[src/design/dsfw_pkg.sv]
package dsfw_pkg;

  localparam int TEX_DIM_DEF = 512;

  localparam logic [1:0] OP_DRAW   = 2'd0;
  localparam logic [1:0] OP_REDRAW = 2'd1;
  localparam logic [1:0] OP_ERASE  = 2'd2;
  localparam logic [1:0] OP_READ   = 2'd3;

  localparam logic [1:0] REG_SCALE_X = 2'd0;
  localparam logic [1:0] REG_SCALE_Y = 2'd1;
  localparam logic [1:0] REG_WIDE    = 2'd2;
  localparam logic [1:0] REG_TALL    = 2'd3;

  // controller -> datapath
  typedef struct packed {
    logic load;       // capture the item
    logic row_init;   // set up the row counter for a new disc
    logic sqrt_start; // begin the square root of the current row
    logic sqrt_step;  // one root digit
    logic mul_a;      // products of the span ends and rows
    logic mul_b;      // round and clip
    logic side_b;     // select the lower row
    logic col_load;   // load column counter from the span start
    logic col_read;   // issue a store read at the current column
    logic col_write;  // write back the read texel
    logic row_next;   // advance to the next row
    logic clr_step;   // clearing pass: write zero and advance
    logic rd_issue;   // issue the read of a read item
    logic done;       // present the result word
  } ctl_t;

  // datapath -> controller
  typedef struct packed {
    logic is_read;
    logic rows_left;  // yl < radius
    logic sqrt_last;
    logic row_ok;     // current row inside the texture
    logic span_left;  // column < span end
    logic clr_last;
  } sts_t;

endpackage

[src/design/dsfw_ctrl.sv]
module dsfw_ctrl (
  input  logic          clk,
  input  logic          rst,
  input  logic          start,
  output logic          busy,
  input  dsfw_pkg::sts_t sts,
  output dsfw_pkg::ctl_t ctl
);

  typedef enum logic [3:0] {
    S_CLEAR, S_IDLE, S_ROW, S_SQRT, S_MULA, S_MULB, S_SIDE, S_COLRD,
    S_COLWR, S_RDWAIT, S_RDOUT
  } state_t;

  state_t state;
  logic   side;

  always_ff @(posedge clk) begin
    if (rst) begin
      state <= S_CLEAR;
      side  <= 1'b0;
    end else begin
      unique case (state)
        S_CLEAR: if (sts.clr_last) state <= S_IDLE;
        S_IDLE: if (start) begin
          state <= sts.is_read ? S_RDWAIT : S_ROW;
        end
        S_ROW: state <= sts.rows_left ? S_SQRT : S_IDLE;
        S_SQRT: if (sts.sqrt_last) state <= S_MULA;
        S_MULA: state <= S_MULB;
        S_MULB: begin
          side  <= 1'b0;
          state <= S_SIDE;
        end
        // skip an empty or off-texture side; after the lower side advance the row
        S_SIDE: begin
          if (sts.row_ok && sts.span_left) begin
            state <= S_COLRD;
          end else begin
            state <= side ? S_ROW : S_SIDE;
            side  <= 1'b1;
          end
        end
        S_COLRD: state <= S_COLWR;
        S_COLWR: begin
          if (sts.span_left) begin
            state <= S_COLRD;
          end else begin
            state <= side ? S_ROW : S_SIDE;
            side  <= 1'b1;
          end
        end
        S_RDWAIT: state <= S_RDOUT;
        S_RDOUT: state <= S_IDLE;
        default: state <= S_IDLE;
      endcase
    end
  end

  always_comb begin
    ctl            = '0;
    busy           = (state != S_IDLE);
    ctl.load       = (state == S_IDLE) && start;
    ctl.row_init   = ctl.load;
    ctl.sqrt_start = (state == S_ROW) && sts.rows_left;
    ctl.sqrt_step  = (state == S_SQRT);
    ctl.mul_a      = (state == S_MULA);
    ctl.mul_b      = (state == S_MULB);
    ctl.side_b     = side;
    ctl.col_load   = (state == S_SIDE);
    ctl.col_read   = (state == S_COLRD);
    ctl.col_write  = (state == S_COLWR);
    ctl.row_next   = ((state == S_SIDE) && side && !(sts.row_ok && sts.span_left)) ||
                     ((state == S_COLWR) && side && !sts.span_left);
    ctl.clr_step   = (state == S_CLEAR);
    ctl.rd_issue   = (state == S_RDWAIT);
    ctl.done       = (state == S_RDOUT) ||
                     ((state == S_ROW) && !sts.rows_left);
  end

endmodule

[config.mk]
export PLATFORM = sky130hd
export DESIGN_NAME = dsfw_ctrl
export DESIGN_NICKNAME = d
export VERILOG_FILES = /design/src/design/dsfw_pkg.sv /design/src/design/dsfw_ctrl.sv
export SDC_FILE = /design/constraint.sdc
export NUM_CORES = 1
export LEC_CHECK = 0
export BUFFER_PORTS_ARGS = -buffer_cell sky130_fd_sc_hd__buf_4
export CAP_MARGIN = 10
export CORE_MARGIN = 5
export CORE_UTILIZATION = 40
export DETAILED_ROUTE_END_ITERATION = 8
export GPL_TIMING_DRIVEN = 0
export PLACE_DENSITY = 0.69
export SYNTH_ARGS = -nofsm -noshare
export SYNTH_HDL_FRONTEND = slang
export SYNTH_SLANG_ARGS = --single-unit
[constraint.sdc]
create_clock -name clk -period 1.9 [get_ports clk]
set_clock_uncertainty 0.1 [all_clocks]
set_input_delay 0.38 -clock clk [delete_from_list [all_inputs] [get_ports clk]]
set_output_delay 0.38 -clock clk [all_outputs]
set_load 0.1 [all_outputs]
==> results of run 1 <==
[registers in the layout, indices dropped and copies added, names as in the netlist]
name / flops
state: 4
side: 1
[what timing repair did]
action                                  4_1_cts  5_1_grt
buffers inserted                              5        1
endpoints found under the setup margin        8       10
pin swaps                                     4        5
gates resized for setup                      27        6
[kinds of logic after synthesis]
family	share of synthesized area [%]
and+or+nand+nor	30.7
AOI/OAI and AO/OA	31.1
buffers and inverters	14.5
DFF	18.2
muxes	5.45
[routing by layer]
metal	wire, um	share of wire (%)	global-route usage, %
met5	0	0	0
met4	13	0.74	3.87
met3	113	6.4	2.30
met2	913	52	34.1
met1	719	41	21.4
[stage by stage]
step	total power, mW	hold WS, ps	setup TNS (ps)	instances	area, um^2
2_1_floorplan	0.635	346	-1430	78	672
3_3_place_gp	0.735	484	-27.8	116	863
3_5_place_dp	0.743	487	-58.4	116	863
4_1_cts	0.962	230	-512	125	1040
5_1_grt	1.01	244	-396	125	1050
6_report	0.969	235	-286	125	1050
[power groups by stage]
stage	sequential [mW]	combinational, mW	clock (mW)
final	0.136	0.706	0.127
after global routing	0.138	0.740	0.133
after CTS	0.135	0.698	0.128
after detailed placement	0.135	0.608	0
after global placement	0.134	0.601	0
after floorplan	0.132	0.503	0
[worst max path at each step]
stage               startpoint  endpoint  slack [ps]  cells past startpoint
floorplan             state[3]   ctl[13]        -450                      5
global placement      state[1]   ctl[13]         -30                      6
detailed placement    state[3]   ctl[13]         -60                      6
CTS                   state[2]   ctl[13]        -160                      6
global route          state[3]   ctl[13]        -140                      5
finish                state[3]   ctl[13]        -110                      5
[cell usage in the layout (no fill, tap or decap), types with 2 or more instances in the layout]
cell type  count
buf_4         20
buf_6          8
inv_1          6
buf_12         6
nor2_4         5
clkbuf_4       4
nor3_4         4
a21oi_1        4
nor2_1         4
o21ai_0        3
mux2i_1        3
dfxtp_1        3
or2_4          2
nand2b_1       2
nor2_2         2
nand2_1        2
nor2b_1        2
nor3_1         2
o21a_1         2
dfxtp_2        2
[final cells by class]
cell class | count | area (um^2)
fillers | 94 | 253
clock buffers | 4 | 26.3
plain buffers | 7 | 72.6
flip-flops and latches | 5 | 103
repair buffers | 29 | 310
well taps | 15 | 18.8
inverters | 6 | 22.5
multi-input cells | 59 | 495
[critical path: stages, from the launching register on]
cell and delay, ps:
dfxtp_2 330, or2_4 260, or2_4 270, nor2_4 150, buf_12 110, buf_12 160
==> results by group, run 1 <==
Outcome
  • Status: finished, violations left
  • Failing checks: negative setup slack

Setup path
  • R2R Path End: state[0]
  • Reg2reg path depth: 6
  • CP Class: register to output port
  • Reg2Reg Setup Slack: roughly 270 ps
  • RR Startpoint: state[1]
  • Critical path required time: 1420 ps
  • CP Capture Type: output port
  • Startpoint types: register
  • CP max FO: 4
  • Critical Path AT: about 1500 ps

Global routing
  • Total global-route track usage: 18.1%
  • Vias in the first global route: roughly 700
  • Grt total ovfl: 0
  • Antenna violations before repair: 0
  • Largest net degree at the start of global routing: 11
  • First-pass GRT wire length: 2940 um

Floorplan
  • Die area: 2220 um^2
  • # IOs: 24
  • Die Span X: around 47 um
  • Site Rows: 13
  • Die height: 47.1 um
  • Starting density of the core: 42.3%
  • Core Area: 1300 um^2

Synthesis
  • Syn. warnings: 0
  • Async S/R FF share, synth: 0%
  • Synth Net Count: 87
  • Top FF cell, synth: dfxtp_1
  • Leading area contributor after synthesis: dfxtp_1
  • Post-synth top area share: 18.2%
  • Post-Syn Area: 551 um^2
  • Avg Inst Size Synth: 7.06 um^2
  • Top-count cell post-synth: nor2_1
  • Post-synth EDFFs: 0
  • Mapped Cells: 78
  • Ranking of synthesized cells by area: dfxtp_1 18%, nor2_1 7.5%, mux2i_1 5.5%, nor3_1 5.5%, nand2b_1 4.5%
  • Top cells by count, synth: 11 x nor2_1, 6 x inv_1, 6 x nor3_1
  • Seq/Total Area, Yosys: 18.2%
  • Netlist cell types: 35
  • #FFs+latches synth: 5

Power
  • Max VDD drop: 0.524 mV
  • Part of the power in registers: 14.1%
  • Gate power share: slightly above 70%
  • Pint: 0.456 mW
  • Switching power: slightly above 0.5 mW
  • Leakage power total: 0.416 nW
  • Switching share of power: a little over half
  • Power per cell area: 924 nW/um^2
  • Clk pwr share: 13.1%

STA
  • Worst Tran Pin Value: ~420 ps
  • Endpoints failing hold: 0
  • Max Freq: 498 MHz
  • Final setup fails: 3
  • Final Max Slew Viols: 0
  • Period utilisation layout: 106%
  • Tmin final: 2010 ps
  • RSZ-0062 raised after global routing: yes
  • Worst slew margin: 72.3%
  • Final worst-path setup slack: -108 ps

Worst hold path
  • Hold path start: rst
  • Type of the most critical hold path: primary input to register
  • Worst min-delay path endpoint: state[1]
  • Hold path depth: 2

Clocking
  • CTS clk-pin slew, worst paths: 50 ps
  • TritonCTS Buffers: 3
  • Clock Sinks: 5
  • Max clock buf depth: 2
  • Max H-tree Level: 1
  • CTS root buffer: clkbuf_4
  • Post-CTS Hold Buffers: 0
  • CTS tree: yes
  • Clk_lat worst skew: 240 ps

Route
  • Drt pass-1 iters: 4
  • Post-DRT Antenna Nets: 0
  • Via/cell ratio: 5.67
  • Final WL: 1760 um
  • DR iter-0 viols: 13
  • DR vias: roughly 710
  • Drc violations: 0
  • Routed length per placed instance: 14.1 um

Placement
  • DP Wirelength: around 1200 um
  • Setup slack at placement: -58.4 ps
  • RePlAce Congestion: between 0.8 and 0.9
  • Port Buf Inserts: 23

Layout
  • Final #Nets: 120
  • Final Util: 80.6%
  • Layout cells sized above 1: a little under three fifths
  • Diode count: 0
  • Area delta synth->final: 90.5%

Job
  • # Max-Cap Violations: 0
(Power assumes the default switching activity.)
==> run 2, diff against run 1 <==
Clock period 1.9 ns to 2.1 ns, I/O delays scaled along.
==> run 2 against run 1 <==
The flow now finishes without violations. Count of clock-buffer cells in the layout stayed put. Design area is 11% lower. Sequential cell count unchanged. Power decreased by 18%. Via count is 6.6% lower. Sequential share of layout area up 1.0 points. Critical path depth is 1 higher. Hold slack improved by 46 ps. Clock power decreased by 14%. Setup slack improved by 140 ps. Die area is the same. Combinational power shrank 21%.
==> results by group, run 2 (same netlist as run 1, synthesis figures left out) <==
Outcome
  • Status: complete, no violations

Placement
  • RePlAce Congestion: 0.811 (-3.3%)
  • Placed inst area: 808 um^2 (-6.4%)
  • Inst Count DP: 116 (unchanged)
  • DP Wirelength: 1220 um (-2.1%)
  • Port Buf Inserts: 23 (unchanged)

Clocking
  • Clock Sinks: 5 (unchanged)
  • Max clock buf depth: 2 (unchanged)
  • CTS clk-pin slew, worst paths: 40 ps (about the same)
  • CTS root buffer: clkbuf_4
  • Max H-tree Level: 1 (unchanged)
  • CTS tree: yes
  • Clk_lat worst skew: 240 ps (about the same)
  • TritonCTS Buffers: 3 (unchanged)

Floorplan
  • Core Area: 1300 um^2 (unchanged)
  • Starting density of the core: 42.3% (unchanged)
  • # IOs: 24 (unchanged)
  • Site Rows: 13 (unchanged)
  • Die area: 2220 um^2 (unchanged)
  • Die height: 47.1 um (unchanged)
  • Die Span X: 47.1 um (unchanged)

Setup path
  • CP max FO: 5 (+1)
  • Critical Path AT: 1550 ps (+20 ps)
  • Worst Setup SP: state[2]
  • CP Capture Type: output port
  • CP Class: register to output port
  • Startpoint types: register
  • Critical path required time: 1580 ps (+160 ps)
  • RR Startpoint: state[3]

Global routing
  • Grt total ovfl: 0 (unchanged)
  • First-pass GRT wire length: 2560 um (-13%)
  • Antenna violations before repair: 0 (unchanged)
  • Largest net degree at the start of global routing: 11 (unchanged)
  • Total global-route track usage: 16.2% (-1.9 points)
  • Vias in the first global route: 572 (-18%)

STA
  • Worst slew margin: 78.4% (+6.1 points)
  • Worst Tran Pin Value: 316 ps (-100 ps)
  • RSZ-0062 raised after global routing: yes
  • Tmin final: 2070 ps
  • Max Freq: 483 MHz
  • Setup TNS: 0 ps (+286 ps)
  • Final Max Slew Viols: 0 (unchanged)
  • Period utilisation layout: between 90% and 100%
  • Final setup fails: 0 (-3)
  • Endpoints failing hold: 0 (unchanged)

Power
  • Part of the power in registers: 15.5% (+1.4 points)
  • Gate power share: 70.7% (-2.1 points)
  • Pint: 0.366 mW (-20%)
  • Clk pwr share: 13.7% (+0.6 points)
  • Max VDD drop: 0.572 mV (+9.1%)
  • Leakage power total: 0.404 nW (-2.7%)
  • Power per cell area: 845 nW/um^2 (-8.5%)
  • Switching power: 0.427 mW (-17%)
  • Switching share of power: 53.9% (+0.93 points)

Route
  • Final WL: 1660 um (-5.9%)
  • Drc violations: 0 (unchanged)
  • DR iter-0 viols: 13 (unchanged)
  • Drt pass-1 iters: 4 (unchanged)
  • DR vias: 662 (-6.6%)
  • Routed length per placed instance: 13.1 um (-6.7%)
  • Post-DRT Antenna Nets: 0 (unchanged)
  • Via/cell ratio: 5.25 (-7.4%)

Layout
  • Diode count: 0 (unchanged)
  • Biggest regs: state x4, side x1
  • Final Instance Area: 938 um^2 (-11%)
  • Area delta synth->final: 70.5%
  • Biggest register: state
  • Final #Nets: 121 (+0.83%)
  • Non-Filler Instances: 126 (+0.80%)
  • Most common cell after layout, fill and taps aside: buf_4
  • Layout cells sized above 1: 53.2% (-3.2 points)
  • Fillers: 112 (+19%)
  • Most frequent cells in the layout: 28 x buf_4, 6 x nor2_1, 6 x inv_1
  • Max FFs per register: 4 (unchanged)

Job
  • # Max-Cap Violations: 0 (unchanged)

Worst hold path
  • Hold path start: rst
  • Type of the most critical hold path: primary input to register
[run 2: layout make-up]
class                      count  area, um^2  area share, %
multi-input combinational     59         449           47.9
buffer                         8        73.8           7.87
sequential                     5         101           10.8
tap                           15        18.8           2.00
timing repair buffer          29         246           26.3
inverter                       6        22.5           2.40
clock buffer                   4        26.3           2.80
[run 2: power groups by stage]
stage	combinational, mW	sequential (mW)	clock, mW
after floorplan	0.429	0.119	0
after global placement	0.520	0.121	0
after detailed placement	0.525	0.122	0
after CTS	0.534	0.120	0.111
after global routing	0.593	0.125	0.118
final	0.561	0.123	0.109
[run 2: per-stage QoR]
step	total power, mW	setup WS, ps	hold WS, ps	utilization (%)
2_1_floorplan	0.549	-396	386	-
4_1_cts	0.766	-28.6	279	66.6
6_report	0.793	30.4	281	72.1
3_3_place_gp	0.641	165	477	62.1
5_1_grt	0.835	-27.6	283	72.1
3_5_place_dp	0.647	154	490	62.1
[run 2: what timing repair did]
item | CTS | global route
hold buffers | 0 | 0
resized for setup | 6 | 9
buffers inserted | 1 | 5
setup endpoints to repair | 3 | 3
pin swaps | 1 | 3
[run 2: layer usage]
layer  wire length (um)  part of all wire [%]  GRT usage, %  vias up
met3                124                   7.5          2.30        4
met4                 21                   1.3          6.63        0
met5                  0                     0             0        -
met1                736                    44          20.5      292
li1                   -                     -             -      345
met2                775                    47          27.4       21
[run 2: worst paths after layout]
path,end,slack (ps),depth (start not counted)
setup / recovery,ctl[13],30,6
hold reg to reg,side,510,2
hold / removal,state[1],280,2
setup reg to reg,state[0],430,7
[run 2: worst max-delay path, stage by stage, from the launching register on]
cell	delay, ps
dfxtp_2	330
or2_4	250
buf_8	120
or2_4	230
nor2_4	100
buf_6	110
buf_12	160
==> run 3, diff against run 2 <==
--- a/constraint.sdc
+++ b/constraint.sdc
@@ -4,2 +4,2 @@
 set_output_delay 0.42 -clock clk [all_outputs]
-set_load 0.1 [all_outputs]
+set_load 0.01 [all_outputs]
==> run 3 against run 2 <==
Sequential share of layout area up 2.1 points. Die area unchanged. Critical endpoint is now ctl[3]. Power is 34% lower. Register-to-register slack better by 120 ps. Fmax up 3.3%. Hold slack gained 1.1 ps. Largest cell class unchanged. Sequential cell count unchanged. Design area decreased by 17%.
==> results by group, run 3 (same netlist as run 1, synthesis figures left out) <==
STA
  • Final Max Slew Viols: 0 (unchanged)
  • Max Freq: 499 MHz (+3.3%)
  • Worst Tran Pin Value: 327 ps (+10.4 ps)
  • Final setup fails: 0 (unchanged)
  • Tmin final: 2000 ps (-65.3 ps)
  • RSZ-0062 raised after global routing: no
  • Endpoints failing hold: 0 (unchanged)
  • Setup TNS: 0 ps (unchanged)
  • Period utilisation layout: 95.4% (-3.1 points)
  • Worst slew margin: 77.7% (-0.71 points)
  • Fin Hold WS: 282 ps (+1.07 ps)

Clocking
  • CTS clk-pin slew, worst paths: 40 ps (about the same)
  • Post-CTS Hold Buffers: 0 (unchanged)
  • CTS root buffer: clkbuf_4
  • TritonCTS Buffers: 3 (unchanged)
  • CTS tree: yes
  • Clk_lat worst skew: 240 ps (about the same)
  • Max clock buf depth: 2 (unchanged)
  • Max H-tree Level: 1 (unchanged)
  • Clock Sinks: 5 (unchanged)
  • Post CTS Setup Buffer Count: 0 (-1)

Floorplan
  • Core Area: 1300 um^2 (unchanged)
  • # IOs: 24 (unchanged)
  • Die area: 2220 um^2 (unchanged)
  • Starting density of the core: 42.3% (unchanged)
  • Site Rows: 13 (unchanged)
  • Die height: 47.1 um (unchanged)
  • Die Span X: 47.1 um (unchanged)

Setup path
  • Startpoint types: register
  • Reg2reg path depth: 5 (-2)
  • CP Class: register to output port
  • Critical Path AT: 1480 ps (-70 ps)
  • Reg2Reg Setup Slack: 550 ps (+120 ps)
  • Critical-path top delay cell: dfxtp_1
  • CP max stage delay: 360 ps (+30 ps)
  • Buf/Inv on CP: 2 (-1)
  • Critical path, cell by cell: clkbuf_2 > nand3b_1 > a21oi_1 > o211a_1 > buf_4
  • R2R Path End: state[0]
  • Top delay family on crit path: flip-flops
  • Critical path required time: 1580 ps (about the same)
  • CP Capture Type: output port
  • Worst Setup SP: state[3]
  • RR Startpoint: state[3]
  • CP max FO: 10 (+5)

Layout
  • Most common cell after layout, fill and taps aside: buf_4
  • Biggest regs: state x4, side x1
  • Max FFs per register: 4 (unchanged)
  • Most frequent cells in the layout: 26 x buf_4, 10 x nor2_1, 6 x nor3_1, 6 x inv_1, 5 x dfxtp_1
  • Layout cells sized above 1: 38.5% (-15 points)
  • Diode count: 0 (unchanged)
  • Final Util: 59.8% (-12 points)
  • Biggest register: state
  • Final #Nets: 114 (-5.8%)
  • Area delta synth->final: 41.4%
  • Fillers: 134 (+20%)

Route
  • Routed length on met3: 88 um (-29%)
  • Routed length per placed instance: 12.4 um (-5.6%)
  • Met2 wire length: 646 um (-17%)
  • DR iter-0 viols: 6 (-7)
  • DR vias: 627 (-5.3%)
  • Post-Route M1 WL: 725 um (-1.5%)
  • Post-DRT Antenna Nets: 0 (unchanged)
  • Via/cell ratio: 5.27 (+0.28%)
  • Drc violations: 0 (unchanged)
  • Final WL: 1480 um (-11%)
  • Drt pass-1 iters: 3 (-1)
  • Uppermost layer routed: met4

Power
  • Leakage power total: 0.359 nW (-11%)
  • Max VDD drop: 0.364 mV (-36%)
  • Power per cell area: 673 nW/um^2 (-20%)

Placement
  • RePlAce Congestion: 0.839 (+3.4%)
  • Port Buf Inserts: 23 (unchanged)
  • DP Wirelength: 1170 um (-4.2%)

Global routing
  • Grt total ovfl: 0 (unchanged)
  • First-pass GRT wire length: 2420 um (-5.4%)
  • Vias in the first global route: 595 (+4.0%)
  • Largest net degree at the start of global routing: 11 (unchanged)
  • Total global-route track usage: 15.4% (-0.78 points)
  • Antenna violations before repair: 0 (unchanged)

Worst hold path
  • Hold path start: rst
  • Hold path depth: 2 (unchanged)
  • Type of the most critical hold path: primary input to register
  • Worst min-delay path endpoint: side

Outcome
  • Status: complete, no violations

Job
  • # Max-Cap Violations: 0 (unchanged)
==> run 3: cell count changes in the layout (fill, tap and decap cells not counted), sizes merged <==
cell	previous run	this run
buf	36	29
==> run 3: metal layers <==
layer	global-route usage (%)	vias to the layer above
met5	0	-
met4	11.0	0
met3	2.68	2
met2	22.8	14
met1	20.0	280
li1	-	331
==> run 3: how the worst max path moves through the flow <==
stage,cells after the start,endpoint,slack (ps)
after CTS,5,ctl[13],2
after global routing,5,ctl[3],3
final,5,ctl[3],100
after global placement,6,ctl[13],190
after detailed placement,6,ctl[13],200
after floorplan,5,ctl[13],200
==> run 3: layout make-up <==
cell class | instances | area (um^2) | share of cell area [%]
tap | 15 | 18.8 | 2.41
timing repair buffer | 23 | 173 | 22.2
inverter | 6 | 22.5 | 2.89
sequential | 5 | 100 | 12.9
clock buffer | 4 | 26.3 | 3.38
buffer | 7 | 55.1 | 7.07
multi-input combinational | 59 | 383 | 49.2
==> run 3: repair_timing <==
action | 4_1_cts | 5_1_grt
gates resized for setup | 1 | 3
hold endpoints to repair | 0 | 0
endpoints found under the setup margin | 2 | 2
==> run 3: power breakdown <==
part | switching [mW] | internal [mW] | leakage [nW] | total [mW]
combinational | 0.149 | 0.144 | 0.303 | 0.293
clock | 0.0368 | 0.0717 | 0.0150 | 0.108
sequential | 0.0134 | 0.109 | 0.0409 | 0.122
==> run 3: through the flow <==
step,cell area (um^2),setup WS (ps),std cells,power [mW]
floorplan,551,204,78,0.313
global placement,742,188,116,0.404
detailed placement,742,197,116,0.408
CTS,766,2.18,119,0.520
global route,778,3.17,119,0.577
finish,778,95.7,119,0.524
